===== src/scdf_pkg.sv =====
// ----------------------------------------------------------------------------
// scdf_pkg
// Shared types, constants and the control program of the display framer.
// ----------------------------------------------------------------------------
package scdf_pkg;

    localparam int TEXT_DEPTH = 256;
    localparam int AW         = $clog2(TEXT_DEPTH);
    localparam int DIGITS     = 8;
    localparam int SLOT_W     = $clog2(DIGITS);
    localparam int LEN_W      = 9;
    localparam int OFF_W      = 10;
    localparam int IDX_W      = OFF_W + 1;

    typedef logic [AW-1:0]     addr_t;
    typedef logic [SLOT_W-1:0] slot_t;
    typedef logic [LEN_W-1:0]  len_t;
    typedef logic [OFF_W-1:0]  off_t;
    typedef logic [IDX_W-1:0]  idx_t;
    typedef logic [7:0]        char_t;

    localparam char_t CH_LOW     = 8'h20;
    localparam char_t CH_HIGH    = 8'h5f;
    localparam char_t STROBES    = 8'h0C;
    localparam char_t ADDR_MASK  = 8'h03;
    localparam char_t SEL_SECOND = 8'hF7;
    localparam char_t SEL_FIRST  = 8'hFB;
    localparam off_t  OFFSET_RESTART = 10'h3F8;
    localparam slot_t SLOT_LAST  = slot_t'(DIGITS - 1);

    typedef enum logic [1:0] {
        KIND_DIRECT  = 2'd0,
        KIND_LOAD    = 2'd1,
        KIND_RESTART = 2'd2,
        KIND_TICK    = 2'd3
    } kind_t;

    typedef enum logic [2:0] {
        OP_NOP,
        OP_ACCEPT,
        OP_READ,
        OP_CHECK,
        OP_UPDATE,
        OP_EMIT
    } op_t;

    typedef enum logic [1:0] {
        FR_FIRST,
        FR_PULSE,
        FR_CLOSE
    } fsel_t;

    typedef enum logic [1:0] {
        J_NEXT,
        J_DISPATCH,
        J_SLOT,
        J_EMIT
    } jmp_t;

    typedef logic [2:0] step_t;

    localparam step_t ST_IDLE   = 3'd0;
    localparam step_t ST_FETCH  = 3'd1;
    localparam step_t ST_CHECK  = 3'd2;
    localparam step_t ST_UPDATE = 3'd3;
    localparam step_t ST_EMIT0  = 3'd4;
    localparam step_t ST_EMIT1  = 3'd5;
    localparam step_t ST_EMIT2  = 3'd6;

    typedef struct packed {
        op_t   op;
        fsel_t fsel;
        jmp_t  jump;
        step_t next_step;
        step_t alt_step;
    } ctrl_t;

    typedef struct packed {
        logic  in_fire;
        kind_t kind;
        logic  slot_last;
        logic  out_free;
        logic  frame_done;
    } stat_t;

    // Control store: one word per step.
    function automatic ctrl_t ucode(input step_t pc);
        ctrl_t w;
        case (pc)
            ST_IDLE:   w = '{OP_ACCEPT, FR_FIRST, J_DISPATCH, ST_EMIT0,  ST_FETCH};
            ST_FETCH:  w = '{OP_READ,   FR_FIRST, J_NEXT,     ST_CHECK,  ST_IDLE};
            ST_CHECK:  w = '{OP_CHECK,  FR_FIRST, J_SLOT,     ST_FETCH,  ST_UPDATE};
            ST_UPDATE: w = '{OP_UPDATE, FR_FIRST, J_NEXT,     ST_EMIT0,  ST_IDLE};
            ST_EMIT0:  w = '{OP_EMIT,   FR_FIRST, J_EMIT,     ST_EMIT1,  ST_IDLE};
            ST_EMIT1:  w = '{OP_EMIT,   FR_PULSE, J_EMIT,     ST_EMIT2,  ST_IDLE};
            ST_EMIT2:  w = '{OP_EMIT,   FR_CLOSE, J_EMIT,     ST_EMIT0,  ST_IDLE};
            default:   w = '{OP_NOP,    FR_FIRST, J_NEXT,     ST_IDLE,   ST_IDLE};
        endcase
        return w;
    endfunction

endpackage


===== src/scdf_ram.sv =====
// ----------------------------------------------------------------------------
// scdf_ram
// Generic RAM, one write port and one read port with registered read data.
// ----------------------------------------------------------------------------
module scdf_ram #(
    parameter int WIDTH = 8,
    parameter int DEPTH = 256
) (
    input  logic                     clk,
    input  logic                     we,
    input  logic [$clog2(DEPTH)-1:0] waddr,
    input  logic [WIDTH-1:0]         wdata,
    input  logic                     re,
    input  logic [$clog2(DEPTH)-1:0] raddr,
    output logic [WIDTH-1:0]         rdata
);

    logic [WIDTH-1:0] mem [DEPTH];

    always_ff @(posedge clk)
    begin
        if (we)
        begin
            mem[waddr] <= wdata;
        end
        if (re)
        begin
            rdata <= mem[raddr];
        end
    end

endmodule


===== src/scdf_seq.sv =====
// ----------------------------------------------------------------------------
// scdf_seq
// Step counter and jump logic over the control store.
// ----------------------------------------------------------------------------
module scdf_seq (
    input  logic             clk,
    input  logic             rst_n,
    input  scdf_pkg::stat_t  stat,
    output scdf_pkg::ctrl_t  ctrl
);

    scdf_pkg::step_t pc_reg;
    scdf_pkg::step_t pc_next;

    assign ctrl = scdf_pkg::ucode(pc_reg);

    always_comb
    begin
        pc_next = pc_reg;
        case (ctrl.jump)
            scdf_pkg::J_NEXT:
            begin
                pc_next = ctrl.next_step;
            end
            scdf_pkg::J_DISPATCH:
            begin
                if (stat.in_fire && stat.kind == scdf_pkg::KIND_DIRECT)
                begin
                    pc_next = ctrl.next_step;
                end
                else if (stat.in_fire && stat.kind == scdf_pkg::KIND_TICK)
                begin
                    pc_next = ctrl.alt_step;
                end
            end
            scdf_pkg::J_SLOT:
            begin
                pc_next = stat.slot_last ? ctrl.alt_step : ctrl.next_step;
            end
            scdf_pkg::J_EMIT:
            begin
                // hold until the output word is free
                if (stat.out_free)
                begin
                    pc_next = stat.frame_done ? ctrl.alt_step : ctrl.next_step;
                end
            end
            default:
            begin
                pc_next = scdf_pkg::ST_IDLE;
            end
        endcase
    end

    always_ff @(posedge clk or negedge rst_n)
    begin
        if (!rst_n)
        begin
            pc_reg <= scdf_pkg::ST_IDLE;
        end
        else
        begin
            pc_reg <= pc_next;
        end
    end

endmodule


===== src/scdf_datapath.sv =====
// ----------------------------------------------------------------------------
// scdf_datapath
// Text store, scroll window, frame builder and output word register.
// ----------------------------------------------------------------------------
module scdf_datapath (
    input  logic             clk,
    input  logic             rst_n,
    input  scdf_pkg::ctrl_t  ctrl,
    output scdf_pkg::stat_t  stat,
    input  logic             s_tvalid,
    output logic             s_tready,
    input  logic [23:0]      s_tdata,
    input  logic [1:0]       s_tuser,
    output logic             m_tvalid,
    input  logic             m_tready,
    output logic [15:0]      m_tdata,
    output logic [1:0]       m_tuser,
    output logic             m_tlast
);

    scdf_pkg::kind_t in_kind;
    scdf_pkg::char_t in_pos;
    scdf_pkg::char_t in_idx;
    scdf_pkg::char_t in_ch;
    logic            in_fire;
    logic            load_ok;

    scdf_pkg::off_t  offset_reg;
    scdf_pkg::len_t  length_reg;
    scdf_pkg::slot_t slot_reg;
    logic            ended_reg;
    logic            turn_reg;
    logic            neg_reg;
    logic            past_reg;
    logic            direct_reg;
    scdf_pkg::char_t pos_reg;
    scdf_pkg::char_t ch_reg;
    scdf_pkg::char_t win_reg [scdf_pkg::DIGITS];

    scdf_pkg::idx_t  win_sum;
    logic            past_len;
    logic            past_depth;
    scdf_pkg::char_t rdata;

    scdf_pkg::char_t cur_ch;
    scdf_pkg::char_t cur_pos;
    logic            bad;
    scdf_pkg::char_t lo0;
    scdf_pkg::char_t lo1;
    scdf_pkg::char_t lo_sel;
    logic            slot_last;
    logic            out_free;
    logic            emit_fire;
    logic            frame_done;

    logic            out_valid_reg;
    logic [15:0]     out_frame_reg;
    logic            out_err_reg;
    logic            out_turn_reg;
    logic            out_last_reg;

    assign in_kind  = scdf_pkg::kind_t'(s_tuser);
    assign in_pos   = s_tdata[7:0];
    assign in_idx   = s_tdata[15:8];
    assign in_ch    = s_tdata[23:16];
    assign s_tready = (ctrl.op == scdf_pkg::OP_ACCEPT);
    assign in_fire  = s_tready && s_tvalid;
    assign load_ok  = in_fire && in_kind == scdf_pkg::KIND_LOAD
                      && (32'(in_idx) < 32'(scdf_pkg::TEXT_DEPTH));

    // window index = signed offset + slot
    assign win_sum    = scdf_pkg::idx_t'({offset_reg[scdf_pkg::OFF_W-1], offset_reg})
                        + scdf_pkg::idx_t'(slot_reg);
    assign past_len   = win_sum[scdf_pkg::OFF_W-1:0] >= scdf_pkg::off_t'(length_reg);
    assign past_depth = 32'(win_sum[scdf_pkg::OFF_W-1:0]) >= 32'(scdf_pkg::TEXT_DEPTH);

    scdf_ram #(
        .WIDTH (8),
        .DEPTH (scdf_pkg::TEXT_DEPTH)
    ) u_text (
        .clk   (clk),
        .we    (load_ok && in_ch != 8'd0),
        .waddr (scdf_pkg::addr_t'(in_idx)),
        .wdata (in_ch),
        .re    (ctrl.op == scdf_pkg::OP_READ),
        .raddr (scdf_pkg::addr_t'(win_sum[scdf_pkg::OFF_W-1:0])),
        .rdata (rdata)
    );

    // frame builder
    assign cur_ch    = direct_reg ? ch_reg : win_reg[slot_reg];
    assign cur_pos   = direct_reg ? pos_reg : scdf_pkg::char_t'(slot_reg);
    assign bad       = cur_ch < scdf_pkg::CH_LOW || cur_ch > scdf_pkg::CH_HIGH
                       || cur_pos[7:3] != 5'd0;
    assign lo0       = scdf_pkg::STROBES | (~cur_pos & scdf_pkg::ADDR_MASK);
    assign lo1       = lo0 & (cur_pos[2] ? scdf_pkg::SEL_SECOND : scdf_pkg::SEL_FIRST);
    assign slot_last = slot_reg == scdf_pkg::SLOT_LAST;
    assign out_free  = !out_valid_reg || m_tready;
    assign emit_fire = ctrl.op == scdf_pkg::OP_EMIT && out_free;

    always_comb
    begin
        case (ctrl.fsel)
            scdf_pkg::FR_FIRST: lo_sel = lo0;
            scdf_pkg::FR_PULSE: lo_sel = lo1;
            scdf_pkg::FR_CLOSE: lo_sel = lo1 | scdf_pkg::STROBES;
            default:            lo_sel = lo0;
        endcase
    end

    assign frame_done = (ctrl.fsel == scdf_pkg::FR_FIRST && bad)
                        || (ctrl.fsel == scdf_pkg::FR_CLOSE && (direct_reg || slot_last));

    assign stat = '{in_fire, in_kind, slot_last, out_free, frame_done};

    // control state
    always_ff @(posedge clk or negedge rst_n)
    begin
        if (!rst_n)
        begin
            offset_reg    <= '0;
            length_reg    <= '0;
            slot_reg      <= '0;
            ended_reg     <= 1'b0;
            turn_reg      <= 1'b0;
            neg_reg       <= 1'b0;
            past_reg      <= 1'b0;
            direct_reg    <= 1'b0;
            out_valid_reg <= 1'b0;
        end
        else
        begin
            if (in_fire)
            begin
                slot_reg   <= '0;
                ended_reg  <= 1'b0;
                turn_reg   <= 1'b0;
                direct_reg <= in_kind == scdf_pkg::KIND_DIRECT;
                if (in_kind == scdf_pkg::KIND_RESTART)
                begin
                    offset_reg <= scdf_pkg::OFFSET_RESTART;
                end
                if (load_ok && in_ch == 8'd0)
                begin
                    length_reg <= scdf_pkg::len_t'(in_idx);
                end
            end

            if (ctrl.op == scdf_pkg::OP_READ)
            begin
                neg_reg  <= win_sum[scdf_pkg::IDX_W-1];
                past_reg <= past_len || past_depth;
            end

            if (ctrl.op == scdf_pkg::OP_CHECK)
            begin
                if (!ended_reg && !neg_reg && (past_reg || rdata == 8'd0))
                begin
                    ended_reg <= 1'b1;
                    // end met in the first two slots restarts the scroll
                    if (slot_reg <= scdf_pkg::slot_t'(1))
                    begin
                        turn_reg <= 1'b1;
                    end
                end
                if (!slot_last)
                begin
                    slot_reg <= slot_reg + scdf_pkg::slot_t'(1);
                end
            end

            if (ctrl.op == scdf_pkg::OP_UPDATE)
            begin
                slot_reg   <= '0;
                offset_reg <= turn_reg ? scdf_pkg::OFFSET_RESTART
                                       : offset_reg + scdf_pkg::off_t'(1);
            end

            if (emit_fire && ctrl.fsel == scdf_pkg::FR_CLOSE && !frame_done)
            begin
                slot_reg <= slot_reg + scdf_pkg::slot_t'(1);
            end

            if (emit_fire)
            begin
                out_valid_reg <= 1'b1;
            end
            else if (m_tready)
            begin
                out_valid_reg <= 1'b0;
            end
        end
    end

    // payload
    always_ff @(posedge clk)
    begin
        if (in_fire)
        begin
            pos_reg <= in_pos;
            ch_reg  <= in_ch;
        end
        if (ctrl.op == scdf_pkg::OP_CHECK)
        begin
            if (!ended_reg && !neg_reg && !past_reg && rdata != 8'd0)
            begin
                win_reg[slot_reg] <= rdata;
            end
            else
            begin
                win_reg[slot_reg] <= scdf_pkg::CH_LOW;
            end
        end
        if (emit_fire)
        begin
            out_turn_reg <= turn_reg;
            out_last_reg <= frame_done;
            if (ctrl.fsel == scdf_pkg::FR_FIRST && bad)
            begin
                out_frame_reg <= 16'd0;
                out_err_reg   <= 1'b1;
            end
            else
            begin
                out_frame_reg <= {cur_ch, lo_sel};
                out_err_reg   <= 1'b0;
            end
        end
    end

    assign m_tvalid = out_valid_reg;
    assign m_tdata  = out_frame_reg;
    assign m_tuser  = {out_turn_reg, out_err_reg};
    assign m_tlast  = out_last_reg;

endmodule


===== src/scrolling_char_display_framer_top.sv =====
// ----------------------------------------------------------------------------
// scrolling_char_display_framer_top
// Character display framer with a scrolling text window.
// ----------------------------------------------------------------------------
// Input stream: s_tuser holds the kind (direct write, text load, restart,
// tick); s_tdata holds position, text index and character. Output stream:
// one 16-bit shift word per beat on m_tdata, error and wrap flag on m_tuser,
// m_tlast on the final word an input causes.
// A direct write gives three words (or one error word), loaded by the emit
// steps that follow acceptance, one per cycle while the receiver takes them;
// the next input is taken after the last word is loaded.
// Text loads and restarts complete in their accept cycle.
// A tick first reads the eight window characters from the text RAM, two
// steps each of the control program (address, then check of registered
// data), then one update step, then up to 24 words, one per cycle while
// the receiver takes them.
// Reset clears text length, scroll offset and the output valid flag; the
// text RAM content is unknown until loaded.
// When the receiver stalls, the held word stays and the program waits in
// its emit step; no word is lost or repeated.
// ----------------------------------------------------------------------------
module scrolling_char_display_framer_top (
    input  logic        clk,
    input  logic        rst_n,
    input  logic        s_tvalid,
    output logic        s_tready,
    input  logic [23:0] s_tdata,   // position[7:0], text_index[15:8], character[23:16]
    input  logic [1:0]  s_tuser,   // kind[1:0]
    output logic        m_tvalid,
    input  logic        m_tready,
    output logic [15:0] m_tdata,   // frame[15:0]
    output logic [1:0]  m_tuser,   // error[0], wrap[1]
    output logic        m_tlast
);

    scdf_pkg::ctrl_t ctrl;
    scdf_pkg::stat_t stat;

    scdf_seq u_seq (
        .clk   (clk),
        .rst_n (rst_n),
        .stat  (stat),
        .ctrl  (ctrl)
    );

    scdf_datapath u_dp (
        .clk      (clk),
        .rst_n    (rst_n),
        .ctrl     (ctrl),
        .stat     (stat),
        .s_tvalid (s_tvalid),
        .s_tready (s_tready),
        .s_tdata  (s_tdata),
        .s_tuser  (s_tuser),
        .m_tvalid (m_tvalid),
        .m_tready (m_tready),
        .m_tdata  (m_tdata),
        .m_tuser  (m_tuser),
        .m_tlast  (m_tlast)
    );

    // an error word is empty and ends its item
    a_err_word: assert property (@(posedge clk) disable iff (!rst_n)
        m_tvalid && m_tuser[0] |-> m_tdata == 16'd0 && m_tlast)
        else $error("error word not empty or not last");

    // no new item while a non-final word is pending
    a_busy: assert property (@(posedge clk) disable iff (!rst_n)
        m_tvalid && !m_tlast |-> !s_tready)
        else $error("input taken with an item in flight");

    // at most one device strobe low per frame
    a_strobe: assert property (@(posedge clk) disable iff (!rst_n)
        m_tvalid && !m_tuser[0] |-> m_tdata[3:2] != 2'b00)
        else $error("both write strobes low");

endmodule

===== config.mk =====
export PLATFORM = sky130hd
export DESIGN_NAME = scrolling_char_display_framer_top
export DESIGN_NICKNAME = d
export VERILOG_FILES = /design/src/scdf_pkg.sv /design/src/scdf_ram.sv /design/src/scdf_seq.sv /design/src/scdf_datapath.sv /design/src/scrolling_char_display_framer_top.sv
export SDC_FILE = /design/constraint.sdc
export NUM_CORES = 2
export LEC_CHECK = 0
export BUFFER_PORTS_ARGS = -buffer_cell sky130_fd_sc_hd__buf_2
export CAP_MARGIN = 30
export CORE_ASPECT_RATIO = 1.1
export CORE_MARGIN = 5
export CORE_UTILIZATION = 45
export CTS_CLUSTER_DIAMETER = 40
export CTS_CLUSTER_SIZE = 24
export DETAILED_ROUTE_END_ITERATION = 6
export GPL_TIMING_DRIVEN = 0
export SYNTH_ARGS = -nofsm -noshare
export SYNTH_HDL_FRONTEND = slang
export SYNTH_HIERARCHICAL = 1
export SYNTH_SLANG_ARGS = --single-unit

===== constraint.sdc =====
create_clock -name clk -period 5.51 [get_ports clk]
set_input_delay 1.102 -clock clk [delete_from_list [all_inputs] [get_ports clk]]
set_output_delay 1.102 -clock clk [all_outputs]
set_load 0.02 [all_outputs]

* After elaboration in Yosys (flattened, before gate mapping)
Memory sizes are Yosys's and may differ from the RTL's. A register that Yosys moved wholly into a read port is not among the register bits. Cells that the tools add are included.
Operators by class: add/subtract/negate cells 3, $lt $le $gt $ge 5, eq/ne operators 22, muxes and demuxes 39, bitwise logic cells 3, reduce and logical (&&, ||, !) cells 42
Operators with widths (number):
- $pmux 13 s7 | 1
- $mux 10 | 4
- $mux 3 | 10
- $mux 8 | 3
- $eq 3x3->1 const B | 6
- $mux 1 | 18
- $logic_not 8->1 | 2
- $pmux 8 s2 | 1
- $reduce_bool 8->1 | 2
- $logic_and 1x1->1 | 15
- $eq 3x2->1 const B | 4
- $pmux 3 s4 | 1
- $add 10x4->11 | 1
- $add 10x1->10 const B | 1
- $eq 2x2->1 const B | 5
- $ge 10x8->1 | 1
- $ge 10x9->1 const B | 1
- $and 4x8->8 | 1
- $gt 8x7->1 const B | 1
- $lt 8x6->1 const B | 1
- $logic_or 1x1->1 | 7
- $eq 2x1->1 const B | 3
- $eq 3x1->1 const B | 2
- $logic_not 2->1 | 3
- other kinds (12) | 20
Word-level totals: flip-flop bits (word level) 65, RAM bits 2112, input bits 30, output and inout port bits 21, word-level logic and storage cells 132, memories 2
Memory list:
- u_dp.u_text.mem | words 256, width 8, read ports 1, clocked after memory_dff 1, wr ports 1, line scdf_ram.sv:18 | logic [WIDTH-1:0] mem [DEPTH];
- u_dp.win_reg | words 8, width 8, read ports 1, clocked after memory_dff 0, wr ports 1, line scdf_datapath.sv:38 | scdf_pkg::char_t win_reg [scdf_pkg::DIGITS];

* Logic depth before layout (Yosys ltp)
An unclocked memory read counts as a cell.
word-level depth 10, mapped depth 14, gate-level depth less buffers 12

* Cells and area by module
The synthesis kept the hierarchy.
Modules (own cells, without submodules):
- scdf_ram | times used 1, cells each 3733, area an instance 79636.4 um^2, seq. area each 61739.2 um^2
- scdf_datapath | times used 1, cells each 400, area an instance 5580.4 um^2, seq. area each 3528.4 um^2
- scdf_seq | times used 1, cells each 44, area an instance 357.8 um^2, seq. area each 75.1 um^2

* Worst setup path before layout
OpenSTA, ideal clock, no wires.
path type register -> register, start reg u_seq.pc_reg[2], end mem u_dp.u_text.mem[234][0] (enable), setup time 0.370 ns, data arrival time 3.464 ns, data required time 5.140 ns, slack 1.676 ns, stages on the path, launching flop included 13, path buffers 5, period minus slack after synthesis 3.834 ns, path through dfrtp_1 -> buf_2 -> inv_1 -> o21ai_0 -> buf_2 -> nor3b_1 -> nand2_1 -> nor4b_1 -> clkbuf_1 -> buf_1 -> nand3_1 -> clkbuf_1 -> nor2_1
RTL lines:
- start, declared | line scdf_seq.sv:12 | scdf_pkg::step_t pc_reg;
- start signal, assigned | line scdf_seq.sv:59 | pc_reg <= scdf_pkg::ST_IDLE;
- start signal, assigned | line scdf_seq.sv:63 | pc_reg <= pc_next;
- end, declared | line scdf_ram.sv:18

* Worst setup path after layout
start reg u_dp.offset_reg[0], end reg u_dp.u_text.rdata[3] (read register of u_dp.u_text.mem) (data pin)
On the way: cells in the longest elaborated chain, start to end 1
RTL lines:
- start, declared | line scdf_datapath.sv:28 | scdf_pkg::off_t offset_reg;
- start signal, assigned | line scdf_datapath.sv:141 | offset_reg <= scdf_pkg::OFFSET_RESTART;
- start signal, assigned | line scdf_datapath.sv:175 | offset_reg <= turn_reg ? scdf_pkg::OFFSET_RESTART
- $add 10x4->11 | line scdf_datapath.sv:73 | + scdf_pkg::idx_t'(slot_reg);
- net u_dp.win_sum[2] | line scdf_datapath.sv:40 | scdf_pkg::idx_t win_sum;
- end, declared | line scdf_ram.sv:15 | output logic [WIDTH-1:0] rdata
The timed path passes the listed nets, and every way through them passes these cells. A chain may end at the register's enable or synchronous reset.

==> flow_summary.json <==
{
  "run_status": "finished, violations left",
  "failing_checks": "negative setup slack",
  "drc_errors": 0,
  "drt_pre_antenna_iters": 7,
  "cp.arrival_ns": 6.30,
  "wire_length_per_cell_after_detailed_routing_um": 35.93,
  "core.rowCount": 167,
  "placeableCoreArea_um2": 188700,
  "number_of_nets_in_the_layout": 4656,
  "setup_viol_count_final": 7,
  "largest_register_ffs": 2048,
  "cap_violations": 0,
  "fp.dieW_um": 425.7,
  "clk_pin_slew_worst_paths_ns": 0.07,
  "grt_max_degree": 141,
  "final.setup.worst_slack_ns": -0.2078,
  "synth.yosys.warnings": 6,
  "start_kind": "flip-flop",
  "synth_area_um2": 85520,
  "first_global_vias": 45400,
  "worst-r2r-cell-count": 13,
  "finalPower_uw": 61820,
  "gpl.final_weighted_congestion": 0.9481,
  "place.detailed.hpwl_mm": 177.0,
  "cts.path.max_buffers": 4,
  "min-delay-path-class": "in -> async",
  "proportion_of_layout_cells_with_a_drive_suffix_above_1_pct": 28.86,
  "numClockSinks": 2181,
  "timing.critical_path.required_ns": 6.09,
  "multiInputGateArea_um2": 18930,
  "ant_nets": 0,
  "min_period_ns": 5.718,
  "port-buffer-count": 46,
  "groute.usage.overall_pct": 26.47,
  "globalRouteOverflowTotal": 0,
  "cp_max_fo": 10,
  "timing.fmax_ghz": 0.1749,
  "slew-limit-headroom_pct": 10.11,
  "synthesis.area_per_instance_um2": 20.53,
  "first_pass_grt_wire_length_mm": 362.9,
  "timing.setup.critical_path_class": "reg -> reg",
  "timing.final.crit_share_pct": 103.8,
  "route.detailed.vias_per_inst": 6.307,
  "antenna_violations_before_repair": 8,
  "fillCellCount": 14610,
  "slew_violations": 0,
  "report.final.hold_viol_count": 0,
  "reg_area_um2": 65340,
  "holdWs_ns": 0.2836,
  "tritoncts_clock_tree": "yes",
  "cts_htree_levels": 5,
  "clkLatencyLatePin_ns": 0.94,
  "tritoncts.num_buffers": 289,
  "area.growth.synth_to_final_pct": 17.23,
  "vdd.ir_drop.worst_uv": 435.9,
  "power_density_nw_per_um2": 616.6,
  "worst_pin_slew_ns": 1.348,
  "starting_density_pct": 45.32,
  "design.portCount": 51,
  "p_leak_uw": 0.03154,
  "drtIter0Drc": 6216,
  "die_area_um2": 198900,
  "die_height_um": 467.2,
  "root_buffer": "sky130_fd_sc_hd__clkbuf_16",
  "setup-tns-final_ns": -0.5923,
  "routed-via-count": 46450,
  "grt_setup_unrepaired": "true",
  "cts.hold.buffers_added": 0,
  "finClkSkew_ns": 0.07309,
  "post_synthesis_cell_count": 4166,
  "drt-total-wl_mm": 264.6,
  "timing.critical_path.to_type": "flip-flop"
}
[report_power, final]
group,internal [µW],switching [µW]
registers,18600,97.7
clock network,10700,7450
logic,9560,15400
total,38900,22900
[what timing repair did]
item | in CTS | in global routing
setup buffers | 0 | 0
setup endpoints to repair | 102 | 897
resized for setup | 21 | 137
pin swaps | 0 | 1
[layer usage]
| metal | routed length, µm | up-vias | global-route usage, % | part of all wire [%] |
|---|---|---|---|---|
| met3 | 30360 | 541 | 7.489 | 11 |
| li1 | - | 18290 | - | - |
| met5 | 62 | - | 0.2415 | 0.023 |
| met1 | 96940 | 24780 | 34.86 | 37 |
| met2 | 122800 | 2826 | 40.83 | 46 |
| met4 | 14380 | 2 | 12.93 | 5.4 |
[cell usage in the layout, fill, tap and decap left out, types with 17 or more instances in the layout]
master and instances:
sky130_fd_sc_hd__inv_8 28, sky130_fd_sc_hd__clkinvlp_4 25, sky130_fd_sc_hd__buf_16 18, sky130_fd_sc_hd__buf_1 20, sky130_fd_sc_hd__mux2i_1 145, sky130_fd_sc_hd__inv_1 18
sky130_fd_sc_hd__dfrtp_1 30, sky130_fd_sc_hd__nand2_1 58, sky130_fd_sc_hd__clkinv_1 24, sky130_fd_sc_hd__inv_6 44, sky130_fd_sc_hd__clkinv_4 29, sky130_fd_sc_hd__clkbuf_16 296
sky130_fd_sc_hd__clkbuf_1 109, sky130_fd_sc_hd__edfxtp_1 2151, sky130_fd_sc_hd__nor3_1 29, sky130_fd_sc_hd__buf_4 73, sky130_fd_sc_hd__mux4_2 466, sky130_fd_sc_hd__o22ai_1 30
sky130_fd_sc_hd__buf_8 38, sky130_fd_sc_hd__buf_2 92, sky130_fd_sc_hd__o21ai_0 24, sky130_fd_sc_hd__o221ai_1 44, sky130_fd_sc_hd__nand3_1 41, sky130_fd_sc_hd__clkbuf_2 18
sky130_fd_sc_hd__a21oi_1 119, sky130_fd_sc_hd__nor2_2 91, sky130_fd_sc_hd__a211oi_1 17, sky130_fd_sc_hd__clkinv_2 17, sky130_fd_sc_hd__a22oi_1 133, sky130_fd_sc_hd__buf_6 53
sky130_fd_sc_hd__nor2_1 220, sky130_fd_sc_hd__nor2b_1 42
[worst max-delay path, cell delays in order (launching register included)]
cell	delay, ns
sky130_fd_sc_hd__dfrtp_1	0.43
sky130_fd_sc_hd__ha_1	0.25
sky130_fd_sc_hd__fa_1	0.40
sky130_fd_sc_hd__xor2_1	0.45
sky130_fd_sc_hd__buf_6	0.24
sky130_fd_sc_hd__buf_4	0.40
sky130_fd_sc_hd__nor2b_1	0.18
sky130_fd_sc_hd__buf_1	0.43
sky130_fd_sc_hd__clkbuf_1	0.84
sky130_fd_sc_hd__a22oi_1	0.17
sky130_fd_sc_hd__a21oi_1	0.51
sky130_fd_sc_hd__nor4_1	0.15
sky130_fd_sc_hd__buf_2	0.20
sky130_fd_sc_hd__nor4_1	0.75
[stage by stage]
step                      area (µm²)  cells  util (%)  setup WS [ns]
after floorplan                85530   4169         -          1.716
after global placement         88930   6750     47.13         -4.661
after detailed placement       90410   6851     47.92         -1.081
after CTS                      99840   7356     52.92       -0.09406
after global routing          100200   7361     53.13        -0.2292
final                         100300   7364     53.13        -0.2078
[layout make-up]
| class | instances | area share [%] |
|---|---|---|
| diodes | 5 | 0.01248 |
| plain buffers | 261 | 1.672 |
| clock buffers | 317 | 7.467 |
| clock inverters | 188 | 1.860 |
| inverters | 20 | 0.07488 |
| multi-input cells | 1706 | 18.88 |
| flip-flops and latches | 2181 | 65.18 |
| well taps | 2535 | 3.164 |
| repair buffers | 151 | 1.690 |
[worst paths after layout]
path / startpoint / end / slack, ns
worst min register to register: u_dp/length_reg[7] / u_dp/length_reg[7] / 0.51
min in group clk: s_tdata[4] / u_dp/pos_reg[4] / 0.40
max in group asynchronous: rst_n / u_dp/length_reg[3] / 4.71
worst max register to register: u_dp/offset_reg[0] / u_dp/u_text/rdata[3] / -0.21
worst max-delay path: u_dp/offset_reg[0] / u_dp/u_text/rdata[3] / -0.21
worst min-delay path: rst_n / u_dp/offset_reg[6] / 0.28
(Power assumes the default switching activity.)
